## src/rtl/core/fpid_pkg.sv

```systemverilog
`timescale 1ns / 1ps
// fpid_pkg: shared widths, register indexes and structs for the filtered pid
// depends on nothing; used by the interfaces, the config block, datapath and top level
package fpid_pkg;

	localparam int COEF_W = 32;
	localparam int ERR_W  = 16;
	localparam int OUT_W  = 32;
	localparam int LIM_W  = 31;
	localparam int IDX_W  = 3;
	localparam int DATA_W = 32;
	// two 64-bit and three 48-bit products summed, with growth bits to spare
	localparam int ACC_W  = 68;

	// command codes of an input request
	localparam logic CMD_SAMPLE = 1'b0;
	localparam logic CMD_FLUSH  = 1'b1;

	// configuration register indexes
	typedef enum logic [IDX_W-1:0] {
		REG_ERR_NOW   = 3'd0,
		REG_ERR_PREV1 = 3'd1,
		REG_ERR_PREV2 = 3'd2,
		REG_OUT_PREV1 = 3'd3,
		REG_OUT_PREV2 = 3'd4,
		REG_OUT_LIMIT = 3'd5
	} cfg_reg_t;

	// coefficient set and clamp limit
	typedef struct packed {
		logic signed [COEF_W-1:0] err_now;
		logic signed [COEF_W-1:0] err_prev1;
		logic signed [COEF_W-1:0] err_prev2;
		logic signed [COEF_W-1:0] out_prev1;
		logic signed [COEF_W-1:0] out_prev2;
		logic        [LIM_W-1:0]  limit;
	} coef_t;

	// filter history
	typedef struct packed {
		logic signed [OUT_W-1:0] out1;
		logic signed [OUT_W-1:0] out2;
		logic signed [ERR_W-1:0] err1;
		logic signed [ERR_W-1:0] err2;
	} hist_t;

endpackage

```

## src/rtl/core/fpid_cfg.sv

```systemverilog
`timescale 1ns / 1ps
// fpid_cfg: write-only register file for the five coefficients and the clamp limit
// depends on fpid_pkg
module fpid_cfg import fpid_pkg::*; (
	input  logic              clk,
	input  logic              arst_n,
	input  logic              cfg_we,
	input  logic [IDX_W-1:0]  cfg_index,
	input  logic [DATA_W-1:0] cfg_data,
	output coef_t             coef
);

	coef_t coef_q;

	// register writes, unknown indexes are dropped
	always_ff @(posedge clk or negedge arst_n) begin
		if (!arst_n) begin
			coef_q.err_now   <= '0;
			coef_q.err_prev1 <= '0;
			coef_q.err_prev2 <= '0;
			coef_q.out_prev1 <= '0;
			coef_q.out_prev2 <= '0;
			coef_q.limit     <= '1;
		end else if (cfg_we) begin
			unique case (cfg_reg_t'(cfg_index))
				REG_ERR_NOW:   coef_q.err_now   <= cfg_data[COEF_W-1:0];
				REG_ERR_PREV1: coef_q.err_prev1 <= cfg_data[COEF_W-1:0];
				REG_ERR_PREV2: coef_q.err_prev2 <= cfg_data[COEF_W-1:0];
				REG_OUT_PREV1: coef_q.out_prev1 <= cfg_data[COEF_W-1:0];
				REG_OUT_PREV2: coef_q.out_prev2 <= cfg_data[COEF_W-1:0];
				REG_OUT_LIMIT: coef_q.limit     <= cfg_data[LIM_W-1:0];
				default: ;
			endcase
		end
	end

	assign coef = coef_q;

endmodule

```

## config.mk

```make
export PLATFORM = sky130hd
export DESIGN_NAME = fpid_cfg
export DESIGN_NICKNAME = d
export VERILOG_FILES = /design/src/rtl/core/fpid_pkg.sv /design/src/rtl/core/fpid_cfg.sv
export SDC_FILE = /design/constraint.sdc
export NUM_CORES = 1
export LEC_CHECK = 0
export ABC_CLOCK_PERIOD_IN_PS = 970
export CORE_ASPECT_RATIO = 1.5
export CORE_MARGIN = 4
export CORE_UTILIZATION = 35
export CTS_CLUSTER_DIAMETER = 80
export DETAILED_ROUTE_END_ITERATION = 10
export DONT_BUFFER_PORTS = 1
export PLACE_DENSITY = 0.47
export SYNTH_ARGS = -nofsm -noshare
export SYNTH_HDL_FRONTEND = slang
export SYNTH_SLANG_ARGS = --single-unit
```

## constraint.sdc

```tcl
create_clock -name clk -period 0.97 [get_ports clk]
set_input_delay 0.0485 -clock clk [delete_from_list [all_inputs] [get_ports clk]]
set_output_delay 0.0485 -clock clk [all_outputs]
set_load 0.02 [all_outputs]
```

==> flow_summary.ini <==
[yosys]
seq_area_frac_synth = 0.667
synth_xor_area_frac = 0
synth-edff-count = 0
synth.area.mux_share = 0.298
ys.flop_type = dfrtp_1
yosysTopAreaCell = dfrtp_1
ys_ff_latch = 191
ys_warn_count = 0
yosys.area_share.adder = 0
synth_cell_types = 9
synth_nets = 447
synthTopCellsByCount = mux2_2, dfrtp_1, dfstp_2
syn_area_per_cell_um2 = 17.7
synth_area_leaders = dfrtp_1, mux2_2, dfstp_2
synthMostInstantiatedCell = mux2_2
synth-simple-area-share = 0.00988
synth_top_area_frac = 0.554
synth_top_family_by_area = multiplexers
asyncSetResetFlopFracSynth = 1.00
syn_inst = 409
synth_compound_area_frac = 0
syn_area_um2 = 7220

[cells_and_area]
utilization = 0.559
fill_cells = 1695
regArea_um2 = 4820
nets = 736
largest_reg_flops = 191
final_area_um2 = 11400
final_cells = 975
n_antenna_cell = 0
multi_input_area_um2 = 2500
syn_to_final_growth_pct = 57.4
drive_above_1_share = 0.717

[grt]
grt_use_total = 0.171
overflow = 0
grt_max_degree = 192
grt_pass1_vias = 5180
antenna_found_initial = 0
grt_pass1_wl_um = 30300

[timing]
worstMarginPinSlew_ps = 506
finalHoldViolCount = 191
maxSlewHeadroom = 0.662
fin_hold_ws_ps = -685
setup_viol = 194
fin_crit_ps = 1150
fin_crit_sh = 1.18
rsz0062_at_grt = yes
clock_skew_ps = 0
max_freq_mhz = 871
drv_slew = 0
setup_ws_ps = -178

[die]
core.rowCount = 64
die_w_um = 125
core_area_um2 = 20300
die-area_um2 = 23000
die_y_um = 184
ioPinCount = 229
start_util = 0.355

[routing]
antenna_left = 0
dr_wl_met3_um = 1280
route.detailed.wl_per_inst_um = 19.8
drt_iter0_markers = 128
routed_via_density = 4.69
vias = 4571
drt_wl_total_um = 19300
met1Wirelength_um = 7550
drc_errors = 0
firstDrtPassIters = 4
highest_layer = met4
wl_met2_um = 10200

[power_and_ir_drop]
power_frac_clock = 0.273
p_int_mw = 20.4
finalPower_mw = 28.7
switchingPower_mw = 8.33
ir_worst_vdd_v = 0.00141
switching_share = 0.290
pwr-share-comb = 0.334
power.leakage_nw = 5.23
power_density_nw_per_um2 = 2530
p_seq_frac = 0.393

[cts]
cts_buffers = 17
clock-sinks = 191
cts-htree-levels = 4
cts_tree = done
clk_pin_slew_ps = 70
cts.path.max_buffers = 2
cts_hold_buf = 32
root_buffer = clkbuf_16
clk_latency_ps = 430

[setup_path]
cp.required_ps = 920
end_kind = output pin
cp_max_fo = 2
worstPathArrival_ps = 1100
cp_top_family = flip-flops
cp_num_buf_inv = 1
path_cells = buf_6
critPathSlowestCell = dfstp_2
crit_type = register to output pin
max_stage_delay_ps = 540
startpoint_type = register

[run]
drv_cap = 0

[outcome]
status = finished, violations left
violations = hold timing, setup timing

[place]
dp_hpwl_um = 12400
place_congestion = 0.747
placed_area_um2 = 9180
dp_cells = 845
portBuffers = 0

[min_path]
min_path_type = input port to async pin
[layer usage]
metal | up-vias | track usage
met5 | - | 0
met4 | 0 | 0.0616
met3 | 20 | 0.0576
met2 | 151 | 0.297
met1 | 2368 | 0.198
li1 | 2032 | -
[cell type report]
cell class,count,share of cell area
Clock buffer,18,0.0378
Sequential cell,191,0.424
Clock inverter,14,0.0211
Multi-Input combinational cell,197,0.220
Timing Repair Buffer,291,0.268
Tap cell,264,0.0291
[what timing repair did]
item | in CTS | in global routing
pin swaps | 0 | 0
gates resized for setup | 186 | 1
hold endpoints to repair | 382 | 191
buffers inserted | 55 | 11
endpoints found under the setup margin | 191 | 191
[power groups by stage]
| stage | clock network, mW | logic [mW] | registers [mW] |
|---|---|---|---|
| CTS | 8.07 | 9.57 | 11.3 |
| global placement | 0 | 7.46 | 11.1 |
| floorplan | 0 | 1.99 | 13.1 |
| detailed placement | 0 | 7.55 | 11.1 |
| finish | 7.84 | 9.60 | 11.3 |
| global route | 8.44 | 10.1 | 11.5 |
[layout by cell type (no fill, tap or decap)]
cell / instances
clkbuf_1: 1
dfrtp_1: 160
clkinvlp_4: 2
nor4bb_4: 3
dlygate4sd3_1: 32
buf_6: 187
mux2_1: 6
bufinv_16: 6
buf_12: 6
mux2_4: 63
clkbuf_16: 17
mux2_2: 122
clkinv_4: 4
dfstp_2: 31
nand4b_1: 2
buf_4: 66
clkinv_2: 2
nor4b_4: 1
[final timing paths]
check	startpoint	to	slack (ps)	depth (start not counted)
max	coef[21]	coef[21]	-180	1
min	arst_n	coef[173]	-680	0
max reg2reg	coef[124]	coef[124]	-50	3
min reg2reg	coef[143]	coef[143]	510	1
max in group asynchronous	arst_n	coef[10]	1190	0
min in group clk	cfg_index[2]	coef[151]	80	3
[stage by stage]
stage / setup WS [ps] / TNS (ps)
final: -178 / -10890
after global routing: -226 / -20070
after CTS: -206 / -16150
after detailed placement: -266 / -26200
after global placement: -243 / -23560
after floorplan: -127 / -12820
[logic make-up after synthesis]
| family | count (synthesis) |
|---|---|
| mux | 191 |
| buf+inv | 21 |
| flops | 191 |
| simple gates | 6 |
Power figures use the tool's default switching activity.
